--- config.mk ---
export PLATFORM = sky130hd
export DESIGN_NAME = slfd_in_reg
export DESIGN_NICKNAME = d
export VERILOG_FILES = /design/src/rtl/slfd_in_reg.sv
export SDC_FILE = /design/constraint.sdc
export NUM_CORES = 1
export LEC_CHECK = 0
export ABC_CLOCK_PERIOD_IN_PS = 1200
export CAP_MARGIN = 20
export CORE_AREA = 2 2 39 41
export DETAILED_ROUTE_END_ITERATION = 6
export DIE_AREA = 0 0 41 43
export DONT_BUFFER_PORTS = 1
export GPL_ROUTABILITY_DRIVEN = 1
export GPL_TIMING_DRIVEN = 0
export SLEW_MARGIN = 25
export SYNTH_ARGS = -nofsm -noshare
export SYNTH_HDL_FRONTEND = slang
export SYNTH_SLANG_ARGS = --single-unit
export TNS_END_PERCENT = 50
--- constraint.sdc ---
create_clock -name clk_i -period 1.2 [get_ports clk_i]
set_input_delay 0.12 -clock clk_i [delete_from_list [all_inputs] [get_ports clk_i]]
set_output_delay 0.12 -clock clk_i [all_outputs]
set_load 0.02 [all_outputs]
--- src/rtl/slfd_in_reg.sv ---
module slfd_in_reg (
  input  logic       clk_i,
  input  logic       rst_ni,
  input  logic       valid_i,
  output logic       ready_o,
  input  logic [7:0] byte_i,
  input  logic       take_i,
  output logic       valid_o,
  output logic [7:0] byte_o
);

  logic       valid_q, valid_d;
  logic [7:0] byte_q;
  logic       load;

  assign ready_o = !valid_q || take_i;
  assign load    = valid_i && ready_o;

  always_comb begin
    valid_d = valid_q;
    if (load) begin
      valid_d = 1'b1;
    end else if (take_i) begin
      valid_d = 1'b0;
    end
  end

  always_ff @(posedge clk_i or negedge rst_ni) begin
    if (!rst_ni) begin
      valid_q <= 1'b0;
    end else begin
      valid_q <= valid_d;
    end
  end

  always_ff @(posedge clk_i) begin
    if (load) begin
      byte_q <= byte_i;
    end
  end

  assign valid_o = valid_q;
  assign byte_o  = byte_q;

endmodule

==> out/results.txt <==
After detailed routing, the average wire length per cell comes to 12.4 um. Netlist area before placement: 294 um2. The count of input and output buffers was 0; the worst path required time was 1.15 ns. The worst hold margin was 0.0735 ns; the worst-case setup margin in the final layout was 0.0860 ns. The average size of a mapped cell is 24.5 um2, and the global-route met1 utilization is 0.0497.

The H-tree depth is 1. The tool flagged a number of max-cap violations equal to 0. At the later pin of the worst-skew pair, clock insertion delay measures 0.25 ns. When the netlist entered floorplanning its net count stood at 24. For the pin with the worst max-slew slack, the measured transition is 0.232 ns.

The global router's overall resource usage is 0.0719, and the post-route DRC violation count is 0. The path class of the lowest-slack min-delay path is in2async. The final cell utilization of the core is 0.319, and the count of cells along the worst register-to-register path is 2. The run gives 314 um2 as the placed cell area. The floorplan step defined a die boundary enclosing 1760 um2. The clock net in this run drives a total of 9 sinks. The final layout contains routed wiring with a total length of 522 um. The final critical-path share of the clock period is 0.928, and the worst clock skew on the final layout is 0.00562 ns.

The global-route met3 utilization was 0.0681; the number of global-route vias before repair was 189. The critical path goes through nand2b_4, and2_4. The run gives 0.500 as the final weighted congestion in routability-driven placement. Among all stages on the critical path, the largest delay is contributed by dfrtp_2. Final-report max-slew violation count: 0.

The tools report the element type at the critical path end as a flop. The maximum number of pins on one net before global-route repair is 9, and the post-detailed-route via-to-cell ratio is 3.83. In this run the critical register-to-register path is launched from valid_o. Setup repair after global routing left no endpoint under its margin. The logs give 2 for the initial detailed-routing violation count and 0.902 for the share of synthesized area occupied by flip-flops and latches. The clock passes through at most 2 buffers.

The worst setup path is launched from a flop. The maximum frequency from static timing analysis was 898 MHz; the total power was 0.654 mW. In this run, CTS created clock tree buffers numbering 3.

The power per cell area works out to 1480 nW/um2. The run gives 0.212 as the initial core utilization. Delay contributed by the slowest stage of the critical path: 0.47 ns.

IR analysis of the VDD net gives a maximum drop of 423 uV. The tools report the number of placed instances, taps included as 28. The tools report the master cell of the clock root buffer as clkbuf_4.

Summing all non-filler instances in the final layout gives an area of 442 um2. For the worst-case headroom to the max-slew limit, the log shows 0.846. The setup slack on the worst flop-to-flop path is 0.09 ns, and the layout overhead on the synthesized area is 50.2%.

Along the worst path, the maximum fanout reaches 8. The clock-pin slew on the worst setup and hold paths works out to 0.06 ns. The initial antenna violation count was 0; the count of TritonRoute iterations in the first routing pass was 2. TritonCTS built the clock tree. The core area is 1380 um2. The total count of hold-check failures in the final report was 0; the number of filler cells placed in the layout was 146. The width of the chip is 41 um. For this run the aggregate overflow at the end of global routing stands at 0. The synthesized instance count was 12. For the antenna cell count, the log shows 0. The standby leakage power is 0.159 nW. Most crowded layer after global routing: met2. Setup violations remaining at the end of the flow were counted as 0. Setup total negative slack on the finished layout was measured at 0 ns.

In this run, synthesis produced a sequential element count of 9. The post-synthesis cell type count is 5. The detail route stage leaves a number of antenna-violating nets equal to 0.

By startpoint and endpoint, the worst setup path is classified as reg2reg. After the last flow step, the layout net total stands at 39. The final cell count without fillers is 42, and the first-pass GRT wire length is 738 um.

The ratio of cells with drive above 1 in the final layout is 0.231. The routed layout has 161 vias. The clock period minus worst slack works out to 1.11 ns. After floorplanning, the core was divided into 14 placement rows. The synthesis warning total was 0; the number of I/O pins was 22.

The arrival time reported for the critical path endpoint was 1.07 ns. The run finished with clean final reports. In this run the critical register-to-register path is captured at byte_o[5]. Timing analysis after detailed placement gives a worst setup slack of 0.0554 ns.

For the global-route met2 utilization, the log shows 0.116. The floorplan die height is 43 um.
==> critical path, delay by kind of cell (launching register included) <==
kind          cells  cell delay, ns
simple gates      2            0.35
flops             1            0.47
==> area by class of cell <==
type,count,area [um2],area share
Timing Repair Buffer,10,100,0.227
Sequential cell,9,267,0.603
Tap cell,16,20.0,0.0453
Clock buffer,4,26.3,0.0595
Multi-Input combinational cell,3,28.8,0.0652
==> cells in the mapped netlist <==
master / count / share of area
and2_4: 1 / 0.030
dfrtp_1: 1 / 0.085
edfxtp_1: 8 / 0.82
nand2b_4: 1 / 0.047
nand2b_1: 1 / 0.021
==> registers in the layout (all words and copies together), names as in the netlist <==
| signal | cells |
|---|---|
| byte_o | 8 |
| valid_o | 1 |
==> layout by cell type (no fill, tap or decap), drive strengths merged <==
cell and instances:
dlygate4sd3 10, edfxtp 8, clkbuf 4, nand2b 2
and2 1, dfrtp 1
==> layer usage <==
layer	wire length, um	part of all wire
met5	0	0
met4	0	0
met3	75	0.14
met2	236	0.45
met1	210	0.40
==> worst max-delay path by stage <==
stage	endpoint	slack, ns	startpoint
after floorplan	byte_o[0]	0.10	valid_o
after global placement	byte_o[7]	0.07	valid_o
after detailed placement	byte_o[3]	0.06	valid_o
after CTS	byte_o[5]	0.03	valid_o
after global routing	byte_o[5]	0.04	valid_o
final	byte_o[5]	0.09	valid_o
==> where the power goes <==
part | leakage, nW | internal, mW | switching, mW | total (mW)
combinational | 0.0578 | 0.0289 | 0.0165 | 0.0454
sequential | 0.0862 | 0.364 | 0.0296 | 0.394
clock | 0.0150 | 0.127 | 0.0882 | 0.215
total | 0.159 | 0.520 | 0.134 | 0.654
==> what timing repair did <==
action | in CTS | in global routing
setup buffers | 0 | 0
resized for setup | 0 | 1
endpoints found under the setup margin | 0 | 8
endpoints found under the hold margin | 10 | 0
hold buffers | 10 | 0
==> logic make-up after synthesis <==
family	after synthesis	share of synthesized area
AND/OR/NAND/NOR	3	0.0979
flip-flops	9	0.902
Power figures use the tool's default switching activity.
