## config.mk

```make
export PLATFORM = sky130hd
export DESIGN_NAME = slfd_parser
export DESIGN_NICKNAME = d
export VERILOG_FILES = /design/src/rtl/slfd_pkg.sv /design/src/rtl/slfd_parser.sv
export SDC_FILE = /design/constraint.sdc
export NUM_CORES = 1
export LEC_CHECK = 0
export ABC_AREA = 1
export BUFFER_PORTS_ARGS = -buffer_cell sky130_fd_sc_hd__clkbuf_2
export CORE_MARGIN = 1.5
export CORE_UTILIZATION = 57
export DETAILED_ROUTE_END_ITERATION = 12
export PLACE_DENSITY = 0.92
export REMOVE_ABC_BUFFERS = 1
export SYNTH_ARGS = -nofsm -noshare
export SYNTH_HDL_FRONTEND = slang
export SYNTH_SLANG_ARGS = --single-unit
```

## constraint.sdc

```tcl
create_clock -name clk_i -period 2.6 [get_ports clk_i]
set_clock_uncertainty 0.1 [all_clocks]
set_input_delay 0.39 -clock clk_i [delete_from_list [all_inputs] [get_ports clk_i]]
set_output_delay 0.39 -clock clk_i [all_outputs]
set_load 0.01 [all_outputs]
```

## src/rtl/slfd_pkg.sv

```systemverilog
package slfd_pkg;

  localparam logic [7:0]  SYNC_BYTE        = 8'h5A;
  localparam logic [7:0]  TAIL_BYTE        = 8'hA5;
  localparam logic [15:0] MAX_PAYLOAD_RST  = 16'd504;

  typedef enum logic [1:0] {
    KIND_DATA = 2'd0,
    KIND_GOOD = 2'd1,
    KIND_LONG = 2'd2,
    KIND_TAIL = 2'd3
  } kind_e;

  typedef enum logic [8:0] {
    PH_HUNT1   = 9'b000000001,
    PH_HUNT2   = 9'b000000010,
    PH_COUNT   = 9'b000000100,
    PH_TYPE    = 9'b000001000,
    PH_LEN_LO  = 9'b000010000,
    PH_LEN_HI  = 9'b000100000,
    PH_PAYLOAD = 9'b001000000,
    PH_TAIL1   = 9'b010000000,
    PH_TAIL2   = 9'b100000000
  } phase_e;

  typedef struct packed {
    kind_e       kind;
    logic [7:0]  data_byte;
    logic [7:0]  seq_count;
    logic [7:0]  frame_type;
    logic [15:0] payload_len;
  } res_t;

endpackage

```

## src/rtl/slfd_parser.sv

```systemverilog
module slfd_parser import slfd_pkg::*; (
  input  logic        clk_i,
  input  logic        rst_ni,
  input  logic        step_i,
  input  logic [7:0]  byte_i,
  input  logic [15:0] max_payload_i,
  output logic        emit_o,
  output res_t        res_o
);

  phase_e      phase_q, phase_d;
  logic [7:0]  count_q, count_d;
  logic [7:0]  type_q, type_d;
  logic [15:0] length_q, length_d;
  logic [15:0] left_q, left_d;
  logic        first_ok_q, first_ok_d;

  always_comb begin
    phase_d    = phase_q;
    count_d    = count_q;
    type_d     = type_q;
    length_d   = length_q;
    left_d     = left_q;
    first_ok_d = first_ok_q;
    emit_o     = 1'b0;
    res_o.kind        = KIND_DATA;
    res_o.data_byte   = 8'h00;
    res_o.seq_count   = count_q;
    res_o.frame_type  = type_q;
    res_o.payload_len = length_q;

    case (phase_q)
      PH_HUNT2: begin
        phase_d = (byte_i == SYNC_BYTE) ? PH_COUNT : PH_HUNT1;
      end
      PH_COUNT: begin
        count_d = byte_i;
        phase_d = PH_TYPE;
      end
      PH_TYPE: begin
        type_d  = byte_i;
        phase_d = PH_LEN_LO;
      end
      PH_LEN_LO: begin
        length_d = {8'h00, byte_i};
        phase_d  = PH_LEN_HI;
      end
      PH_LEN_HI: begin
        length_d = {byte_i, length_q[7:0]};
        if (length_d > max_payload_i) begin
          phase_d           = PH_HUNT1;
          emit_o            = 1'b1;
          res_o.kind        = KIND_LONG;
          res_o.payload_len = length_d;
        end else begin
          left_d  = length_d;
          phase_d = (length_d == 16'd0) ? PH_TAIL1 : PH_PAYLOAD;
        end
      end
      PH_PAYLOAD: begin
        left_d = left_q - 16'd1;
        if (left_d == 16'd0) begin
          phase_d = PH_TAIL1;
        end
        emit_o          = 1'b1;
        res_o.data_byte = byte_i;
      end
      PH_TAIL1: begin
        first_ok_d = (byte_i == TAIL_BYTE);
        phase_d    = PH_TAIL2;
      end
      PH_TAIL2: begin
        phase_d    = PH_HUNT1;
        emit_o     = 1'b1;
        res_o.kind = (first_ok_q && (byte_i == TAIL_BYTE)) ? KIND_GOOD : KIND_TAIL;
      end
      default: begin
        // first sync hunt, also recovers from any illegal code
        phase_d = (byte_i == SYNC_BYTE) ? PH_HUNT2 : PH_HUNT1;
      end
    endcase
  end

  always_ff @(posedge clk_i or negedge rst_ni) begin
    if (!rst_ni) begin
      phase_q    <= PH_HUNT1;
      count_q    <= 8'h00;
      type_q     <= 8'h00;
      length_q   <= 16'h0000;
      left_q     <= 16'h0000;
      first_ok_q <= 1'b0;
    end else if (step_i) begin
      phase_q    <= phase_d;
      count_q    <= count_d;
      type_q     <= type_d;
      length_q   <= length_d;
      left_q     <= left_d;
      first_ok_q <= first_ok_d;
    end
  end

endmodule

```

==> flow_metrics.tcl <==
set metrics [dict create \
    status "finished with violations" \
    failed_checks "negative setup slack" \
    layout-drive-gt1-share_pct 28.9 \
    cp.arrival_ns 2.23 \
    grt_setup_unrepaired "true" \
    grt_use_total_pct 32.6 \
    hold_depth 3 \
    grt_pass1_vias 4085 \
    slew_headroom_pct 57.6 \
    clockRootBuffer "clkbuf_8" \
    core-area_sq_um 6720 \
    clock_latency_ns 0.35 \
    synth_top_area_share_pct 36.3 \
    cts_tree "built" \
    grt_pass1_wl_um 18600 \
    fin_crit_ns 2.72 \
    p_per_area_nw_per_um2 440 \
    worstMarginPinSlew_ns 0.637 \
    rr_worst_depth 12 \
    routabilityCongestion 0.894 \
    syn_area_sq_um 3930 \
    holdPathEnd "phase_q[0]$_DFFE_PN1P_" \
    pin_count 70 \
    drv_cap 0 \
    worst-path-max-fanout 6 \
    cts_max_level 3 \
    grt_max_degree 37 \
    place_ws_ns -0.0193 \
    yosysWarnings 0 \
    place_hpwl_um 7780 \
    initial_core_util_pct 58.5 \
    cts_max_path_buffers 2 \
    fmax_mhz 367 \
    async_flop_share_pct 100 \
    start_kind "flop" \
    hold_path_startpoint "step_i" \
    port-buffer-count 69 \
    postSynthCellCount 543 \
    drt-vias-per-instance 5.88 \
    fin_crit_sh_pct 105 \
    dieHeight_um 86.1 \
    wl_um 11900 \
    mostFrequentLayoutCell "nand2_1" \
    reg2reg_from "length_q[5]$_DFFE_PN0P_" \
    routedWlPerCell_um 16.7 \
    finalSetupTns_ns -0.677 \
    crit_start "length_q[7]$_DFFE_PN0P_" \
    mostFrequentLayoutCells "130 x nand2_1, 72 x inv_1, 63 x o21ai_0, 63 x clkbuf_2, 57 x dfrtp_1" \
    die_w_um 86.1 \
    synth_edf_count 0 \
    dr.pass1.iters 7 \
    ys.flop_type "dfrtp_1" \
    ant_nets 0 \
    slew_violations 0 \
    final-setup-viol-count 10 \
    critPathRequiredTime_ns 2.11 \
    finalHoldViolCount 0 \
    clk_pin_slew_ns 0.07 \
    syn2layout_area_growth_pct 22.3 \
    synth.avg_cell_area_sq_um 7.24 \
    drc_errors 0 \
    dieArea_sq_um 7410 \
    rrSetupSlack_ns 0.13 \
    ir_drop_mv 0.365 \
    synthTopCellsByArea "dfrtp_1 36%, nand2_1 13%, o21ai_0 9.0%, inv_1 7.0%, ha_1 5.7%" \
    cts.sinks 58 \
    drt-initial-drc-count 328 \
    power_leakage_nw 2.50 \
    grt_overflow 0 \
    ys_seq_area_share_pct 36.9 \
    antenna_found_initial 0 \
    cts_made_buffers 9 \
    hold-worst-slack_ns 0.379 \
    crit_type "flop to primary output" \
    ys_seq_elements 58 \
    num_rows 30 \
    synth.distinct_cells 34 \
    synth_area_leader_cell "dfrtp_1" \
    cp-end-kind "primary output" \
    r2r-end "left_q[3]$_DFFE_PN0P_" \
    final_nets 670 \
    hp-class "input port to flop" \
    fin_util_pct 71.6 \
    n_antenna_cell 0 \
    layout_setup_ws_ns -0.122 \
    vias 4173 \
]
metal layers:
metal  vias to the layer above  global-route usage (%)  wire length [um]
met2                       250                    56.0              5800
met1                      1968                    38.4              4510
li1                       1901                       -                 -
met5                         -                       0                 0
met3                        54                    6.74              1060
met4                         0                    17.3               522
cells in the mapped netlist, types with 2 or more instances:
library cell  instances
a21oi_1               8
a31oi_1               2
buf_2                 5
buf_4                 9
buf_6                 4
clkbuf_1              3
dfrtp_1              57
ha_1                 18
inv_1                73
inv_2                 2
nand2_1             141
nand2_2              12
nand2_4               4
nand3_1              27
nand3_2               4
nand4_1               9
nor2_1               48
nor2_2                6
nor2_4                7
nor3_1                3
nor4_1                5
o21ai_0              71
o21ai_1               7
o21ai_2               7
xor2_1                2
flip-flops by register name, indices dropped and copies added, names as in the netlist:
register / cells
left_q: 16
length_q: 16
phase_q: 9
first_ok_q: 1
type_q: 8
count_q: 8
layout make-up:
type | count | area, sq um
Fill cell | 483 | 1910
Inverter | 77 | 292
Clock inverter | 5 | 77.6
Tap cell | 80 | 100
Sequential cell | 58 | 1450
Clock buffer | 11 | 141
Timing Repair Buffer | 91 | 546
Multi-Input combinational cell | 388 | 2200
worst max-delay path by stage:
stage	end	slack (ns)	depth (start not counted)
after floorplan	res_o[41]	0.33	11
after global placement	res_o[41]	0.12	14
after detailed placement	res_o[41]	-0.02	12
after CTS	res_o[41]	-0.07	14
after global routing	res_o[41]	-0.19	12
final	res_o[41]	-0.12	12
cell families after synthesis:
family                   share of synthesized area (%)
AND/OR/NAND/NOR                                   32.0
buffers and inverters                             11.2
AO/OA/AOI/OAI                                     13.4
flip-flops                                        36.9
adder cells (fa/ha/maj)                           5.73
XOR/XNOR                                         0.446
multiplexers                                     0.286
timing repair:
action,4_1_cts,5_1_grt
setup endpoints to repair,10,10
cloned,1,0
hold buffers,1,0
setup buffers,9,2
gates resized for setup,14,35
endpoints found under the hold margin,22,0
pin swaps,3,7
power breakdown:
group | total (W) | internal [W] | leakage, nW | switching, W
clock | 0.000952 | 0.000563 | 0.109 | 0.000389
combinational | 0.000231 | 0.0000762 | 1.64 | 0.000155
sequential | 0.000932 | 0.000917 | 0.759 | 0.0000154
metrics by stage:
step	power (W)	instance area [sq um]	std cells
after floorplan	0.00106	3780	522
after global placement	0.00114	4320	681
after detailed placement	0.00115	4320	681
after CTS	0.00209	4680	708
after global routing	0.00217	4810	710
final	0.00212	4810	710
worst max-delay path, cell delays in order (launching register included):
cell and delay [ns]:
dfrtp_1 0.41, ha_4 0.28, nand2_1 0.07, a21oi_1 0.19, nor2_2 0.07, nand2_1 0.09
nand2_2 0.07, nand2_4 0.09, nand3_4 0.14, nand2_2 0.10, inv_2 0.06, a31oi_4 0.15
buf_2 0.15
No activity file was read; power rests on OpenSTA's default activity.
