File: config.mk
export PLATFORM = sky130hd
export DESIGN_NAME = slfd_out_reg
export DESIGN_NICKNAME = d
export VERILOG_FILES = /design/src/rtl/slfd_pkg.sv /design/src/rtl/slfd_out_reg.sv
export SDC_FILE = /design/constraint.sdc
export NUM_CORES = 1
export LEC_CHECK = 0
export ABC_AREA = 1
export BUFFER_PORTS_ARGS = -buffer_cell sky130_fd_sc_hd__buf_2
export CORE_UTILIZATION = 36
export CTS_BUF_LIST = sky130_fd_sc_hd__clkbuf_8 sky130_fd_sc_hd__clkbuf_16
export DETAILED_ROUTE_END_ITERATION = 8
export PLACE_DENSITY = 0.73
export SYNTH_ARGS = -nofsm -noshare
export SYNTH_HDL_FRONTEND = slang
export SYNTH_SLANG_ARGS = --single-unit
File: constraint.sdc
create_clock -name clk_i -period 0.8 [get_ports clk_i]
set_input_delay 0.04 -clock clk_i [delete_from_list [all_inputs] [get_ports clk_i]]
set_output_delay 0.04 -clock clk_i [all_outputs]
set_load 0.01 [all_outputs]
File: src/rtl/slfd_pkg.sv
package slfd_pkg;

  localparam logic [7:0]  SYNC_BYTE        = 8'h5A;
  localparam logic [7:0]  TAIL_BYTE        = 8'hA5;
  localparam logic [15:0] MAX_PAYLOAD_RST  = 16'd504;

  typedef enum logic [1:0] {
    KIND_DATA = 2'd0,
    KIND_GOOD = 2'd1,
    KIND_LONG = 2'd2,
    KIND_TAIL = 2'd3
  } kind_e;

  typedef enum logic [8:0] {
    PH_HUNT1   = 9'b000000001,
    PH_HUNT2   = 9'b000000010,
    PH_COUNT   = 9'b000000100,
    PH_TYPE    = 9'b000001000,
    PH_LEN_LO  = 9'b000010000,
    PH_LEN_HI  = 9'b000100000,
    PH_PAYLOAD = 9'b001000000,
    PH_TAIL1   = 9'b010000000,
    PH_TAIL2   = 9'b100000000
  } phase_e;

  typedef struct packed {
    kind_e       kind;
    logic [7:0]  data_byte;
    logic [7:0]  seq_count;
    logic [7:0]  frame_type;
    logic [15:0] payload_len;
  } res_t;

endpackage

File: src/rtl/slfd_out_reg.sv
module slfd_out_reg import slfd_pkg::*; (
  input  logic clk_i,
  input  logic rst_ni,
  input  logic load_i,
  input  res_t res_i,
  output logic space_o,
  output logic valid_o,
  input  logic ready_i,
  output res_t res_o
);

  logic valid_q, valid_d;
  res_t res_q;

  assign space_o = !valid_q || ready_i;

  always_comb begin
    valid_d = valid_q;
    if (load_i) begin
      valid_d = 1'b1;
    end else if (ready_i) begin
      valid_d = 1'b0;
    end
  end

  always_ff @(posedge clk_i or negedge rst_ni) begin
    if (!rst_ni) begin
      valid_q <= 1'b0;
    end else begin
      valid_q <= valid_d;
    end
  end

  always_ff @(posedge clk_i) begin
    if (load_i) begin
      res_q <= res_i;
    end
  end

  assign valid_o = valid_q;
  assign res_o   = res_q;

endmodule

==> flow_summary.json, run 1 <==
{
  "outcome": "complete, but fails checks",
  "violations": "setup timing",
  "overflow": 0,
  "crit_slowest_cell": "dfrtp_1",
  "clock-skew-final_ps": 0,
  "dieHeight_um": 62.2,
  "cts.sinks": 43,
  "cp.depth": 2,
  "syn_area_um2": 1310,
  "grt_use_total_pct": 19.7,
  "setup_viol": 44,
  "period_share_pct": 118,
  "dieArea_um2": 3870,
  "vias": 1008,
  "ir_drop_uv": 1670,
  "worst_slew_pin_slew_ps": 156,
  "rows": 21,
  "yosysSeqAreaShare_pct": 98.5,
  "initial_core_util_pct": 38.2,
  "antenna_found_initial": 0,
  "placed_area_um2": 1850,
  "clk_pin_slew_ps": 80,
  "clk_root_buffer_cell": "clkbuf_8",
  "reg2reg_slack_ps": 40,
  "worst_ep_required_time_ps": 760,
  "finalWirelength_um": 3530,
  "timing.rr.end": "valid_o$_DFFE_PN0P_",
  "ys_seq_elements": 43,
  "die_w_um": 62.2,
  "firstDrtPassIters": 4,
  "area_growth_pct": 87.0,
  "placed_cells": 184,
  "final_common_cell": "buf_2",
  "worst_setup_path_end_kind": "output port",
  "postSynthCellCount": 47,
  "io_buffers": 89,
  "fin_ws_ps": -141,
  "grt_pass1_wl_um": 5350,
  "drt_iter0_markers": 12,
  "synth.avg_cell_area_um2": 27.8,
  "finalCriticalPeriod_ps": 941,
  "diodes": 0,
  "finalCoreUtilization_pct": 71.5,
  "synth_top_area_cell": "edfxtp_1",
  "place_hpwl_um": 1930,
  "drc_errors": 0,
  "final_cell_count_no_fill": 236,
  "ant_nets": 0,
  "reg2reg_depth": 3,
  "clk_latency_ps": 290,
  "vias_per_cell": 4.27,
  "finalPower_mw": 5.33,
  "critPathMaxFanout": 2,
  "relSlewSlack_pct": 89.6,
  "grt_pass1_vias": 1107,
  "startpoint": "valid_o$_DFFE_PN0P_",
  "grt_max_degree": 30,
  "power.leakage_nw": 1.06,
  "final_area_um2": 2440,
  "io_pins": 90,
  "syn-num-nets": 93,
  "drive_gt1_share_pct": 53.7,
  "powerDensity_nw_per_um2": 2180,
  "path_buf_inv": 1,
  "cts_tree": "done",
  "crit_chain": "nand2_2 -> buf_6",
  "rsz0062_at_grt": "true",
  "hold_class": "input pin to asynchronous set/reset pin",
  "slew_viol_final": 0,
  "cts_buffer_depth": 2,
  "final_cell_mix": "buf_2, dlygate4sd3_1, edfxtp_1",
  "cts_made_buffers": 5,
  "critPathTopFamily": "flip-flops",
  "yosysWarningCount": 0,
  "criticalPathCategory": "register to output port",
  "critPathLaunchType": "register",
  "maxCapViolations": 0,
  "wl_per_cell_um": 14.9,
  "place.gp.congestion": 0.707,
  "nets": 235,
  "htreeDepth": 2,
  "timing.rr.start": "valid_o$_DFFE_PN0P_",
  "worstPathArrival_ps": 900,
  "ys_top_cells_by_area": "edfxtp_1, dfrtp_1, nand2_2",
  "crit_end": "space_o",
  "fmax_ghz": 1.06,
  "synth.distinct_cells": 4,
  "critPathMaxStageDelay_ps": 410,
  "synth_top_area_share_pct": 96.6,
  "finalHoldViolCount": 0,
  "core_area_um2": 3420
}
-- area by class of cell --
class / count / area, um2
Sequential cell: 43 / 1290
Fill cell: 214 / 973
Timing Repair Buffer: 135 / 942
Clock buffer: 5 / 68.8
Clock inverter: 3 / 67.6
Tap cell: 46 / 57.6
Multi-Input combinational cell: 2 / 12.5
Inverter: 2 / 7.51
-- registers in the layout, indices dropped and copies added (netlist names) --
signal and cells:
res_o 42, valid_o 1
-- metrics by stage --
step           TNS (ps)  hold slack, ps  setup slack, ps
6_report          -2430            77.0             -141
5_1_grt           -3960            68.3             -176
4_1_cts           -2450            21.8             -121
3_5_place_dp          0            -182             98.3
3_3_place_gp          0            -185              114
2_1_floorplan         0            -256              127
-- how the worst min path moves through the flow --
stage                           to  slack (ps)
3_5_place_dp   valid_o$_DFFE_PN0P_        -180
2_1_floorplan  valid_o$_DFFE_PN0P_        -260
3_3_place_gp   valid_o$_DFFE_PN0P_        -190
4_1_cts        valid_o$_DFFE_PN0P_          20
5_1_grt        valid_o$_DFFE_PN0P_          70
6_report       valid_o$_DFFE_PN0P_          80
-- where the power goes --
part           switching, mW  leakage, nW  total [mW]  internal (mW)
Sequential            0.0534        0.422        2.72           2.67
Clock                  0.725       0.0644        1.97           1.24
Combinational          0.278        0.576       0.643          0.365
Total                   1.06         1.06        5.33           4.28
-- routing by layer --
metal  share of wire [%]  global-route usage [%]
met1                  36                    19.7
met4                 2.2                    9.88
met2                  50                    33.2
met5                   0                       0
met3                  12                    10.3
-- cell usage after synthesis --
cell type and instances:
edfxtp_1 42, inv_1 2, nand2_2 2, dfrtp_1 1
-- repair_timing --
action                                  4_1_cts  5_1_grt
hold buffers                                 43        0
endpoints found under the setup margin       44       44
hold endpoints to repair                     43        0
resized for setup                             1        2
pin swaps                                     1        1
buffers inserted                              0        1
-- kinds of logic after synthesis --
family                 synth area share (%)
buffers and inverters                 0.575
DFF                                    98.5
and+or+nand+nor                       0.958
(Power assumes the default switching activity.)
==> run 2: changes to the inputs <==
- ABC_AREA: 1 -> unset
- CORE_UTILIZATION: 36 -> 40
- PLACE_DENSITY: 0.73 -> 0.77
- clock period: 0.8 -> 0.9 ns (I/O delays scaled with it)
==> run 2 against run 1 <==
  * The flow still finishes with violations (setup timing)
  * Setup slack gained 82 ps
  * Sequential share of layout area grew 1.2 points
  * Combinational power shrank 14%
  * Wire length decreased by 2.6%
  * Non-clock buffer count did not move
  * Sequential power is 11% lower
  * Count of clock-buffer cells in the layout stayed put
  * Die area decreased by 9.5%
  * Largest power group unchanged
  * Final area decreased by 2.2%
  * Final cell count shrank 1.7%
  * Register-to-register slack is essentially flat
  * Worst hold slack worse by 5.2 ps
==> flow_summary.json, run 2 <==
{
  "vias": 1000,
  "violations": "setup timing",
  "diodes": 0,
  "rsz0062_at_grt": "true",
  "synth_top_area_cell": "edfxtp_1",
  "fmax_ghz": 1.04,
  "dieHeight_um": 59.2,
  "synth.most_common_cell": "edfxtp_1",
  "final_common_cell": "buf_2",
  "pre_cts_slack_ps": 186,
  "ys_top_cells_by_area": "edfxtp_1, dfrtp_1, nand2b_4",
  "power.leakage_nw": 1.04,
  "reg2reg_slack_ps": 30,
  "antenna_found_initial": 0,
  "synth.avg_cell_area_um2": 29.1,
  "yosysWarningCount": 0,
  "place.gp.congestion": 0.708,
  "clk_pin_slew_ps": 70,
  "die_w_um": 59.2,
  "placed_area_um2": 1830,
  "ys.flop_type": "edfxtp_1",
  "io_buffers": 89,
  "drc_errors": 0,
  "finalSetupTns_ps": -81.1,
  "clock-skew-final_ps": 0,
  "grt_pass1_vias": 1042,
  "rows": 20,
  "final_cell_mix": "buf_2, dlygate4sd3_1, edfxtp_1",
  "maxCapViolations": 0,
  "ant_nets": 0,
  "ys_seq_elements": 43,
  "n_fill_cell": 168,
  "criticalPathCategory": "register to output port",
  "relSlewSlack_pct": 85.6,
  "grt_max_degree": 44,
  "synth_common_cells": "edfxtp_1, dfrtp_1, nand2b_2, nand2b_4",
  "io_pins": 90,
  "critPathLaunchType": "register",
  "syn-num-nets": 91,
  "ff_latch_area_um2": 1290,
  "wl_per_cell_um": 14.8,
  "outcome": "complete, but fails checks",
  "finalCriticalPeriod_ps": 959,
  "finalHoldViolCount": 0,
  "nets": 233,
  "async_reset_ff_share_pct": 2.33,
  "grt_pass1_wl_um": 4920,
  "critPathMaxStageDelay_ps": 430,
  "area_growth_pct": 82.5,
  "drive_gt1_share_pct": 53.7,
  "slew_viol_final": 0,
  "worst_slew_pin_slew_ps": 216,
  "syn_area_um2": 1310,
  "synth_top_area_share_pct": 96.4,
  "cts_buffer_depth": 2,
  "initial_core_util_pct": 42.5,
  "period_share_pct": 107,
  "hold_class": "input pin to asynchronous set/reset pin",
  "synth.distinct_cells": 4,
  "yosysSeqAreaShare_pct": 98.3,
  "htreeDepth": 2,
  "crit_chain": "nand2b_4 -> buf_6",
  "dieArea_um2": 3500,
  "grt_use_total_pct": 20.7,
  "clk_latency_ps": 280,
  "reg2reg_depth": 4,
  "firstDrtPassIters": 4,
  "powerDensity_nw_per_um2": 1840,
  "vias_per_cell": 4.31,
  "synth_enable_flop_cells": 42,
  "setup_viol": 2,
  "crit_slowest_cell": "dfrtp_1",
  "cts.sinks": 43,
  "timing.rr.end": "valid_o$_DFFE_PN0P_",
  "multi_input_area_um2": 22.5,
  "cts_tree": "done",
  "largest_reg_flops": 42,
  "finalWirelength_um": 3430,
  "overflow": 0,
  "critPathMaxFanout": 2,
  "cts_made_buffers": 5,
  "final_area_um2": 2390,
  "fin_ws_ps": -59.5,
  "worstPathArrival_ps": 910,
  "core_area_um2": 3080,
  "drt_iter0_markers": 38,
  "worst_setup_path_end_kind": "output port",
  "postSynthCellCount": 45,
  "clk_root_buffer_cell": "clkbuf_8",
  "worst_ep_required_time_ps": 850,
  "ir_drop_uv": 1310,
  "timing.rr.start": "valid_o$_DFFE_PN0P_"
}
run 2: cell types whose count changed after synthesis:
cell	delta
nand2_2	-2
nand2b_4	+1
inv_1	-2
nand2b_2	+1
run 2: logic make-up after synthesis:
group / Yosys count / synth area share (%)
DFF: 43 / 98.3
and+or+nand+nor: 2 / 1.72
run 2: repair_timing:
| item | CTS | global route |
|---|---|---|
| endpoints found under the setup margin | 2 | 8 |
| resized for setup | 1 | 0 |
| hold buffers | 43 | 0 |
| buffers inserted | 1 | 1 |
| hold endpoints to repair | 43 | 0 |
run 2: worst max-delay path, delay by kind of cell, from the launching register on:
family	cells	cell delay (ps)
and+or+nand+nor	1	100
buffers and inverters	1	100
DFF	1	430
run 2: where the power goes:
part	internal, mW	leakage, nW	switching [mW]
sequential	2.37	0.422	0.0456
combinational	0.315	0.561	0.240
clock	0.812	0.0556	0.612
total	3.50	1.04	0.898
run 2: worst max path at each step:
stage,slack (ps),from,depth (start not counted),to
2_1_floorplan,210,valid_o$_DFFE_PN0P_,2,valid_o$_DFFE_PN0P_
3_3_place_gp,210,load_i,2,res_o[40]$_DFFE_PP_
3_5_place_dp,190,load_i,2,res_o[11]$_DFFE_PP_
4_1_cts,-40,valid_o$_DFFE_PN0P_,2,space_o
5_1_grt,-90,valid_o$_DFFE_PN0P_,2,space_o
6_report,-60,valid_o$_DFFE_PN0P_,2,space_o
run 2: final cells by class:
type	instances	share of cell area [%]
clock buffer	5	2.88
clock inverter	3	1.62
multi-input combinational	2	0.943
sequential	43	53.9
tap	44	2.30
timing repair buffer	135	38.4
run 2: per-stage QoR:
step | util, % | hold WS (ps) | power, mW | std cells
floorplan | - | -251 | 2.56 | 45
global placement | 59.4 | -180 | 2.82 | 179
detailed placement | 59.4 | -179 | 2.84 | 179
CTS | 77.4 | 50.6 | 4.38 | 231
global route | 77.6 | 69.5 | 4.53 | 232
finish | 77.6 | 71.7 | 4.39 | 232
run 2: routing by layer:
metal | share of wire, % | GRT usage, % | vias to the layer above
li1 | - | - | 463
met1 | 36 | 22.5 | 464
met2 | 52 | 36.0 | 69
met3 | 10 | 8.95 | 4
met4 | 1.5 | 7.14 | 0
met5 | 0 | 0 | -
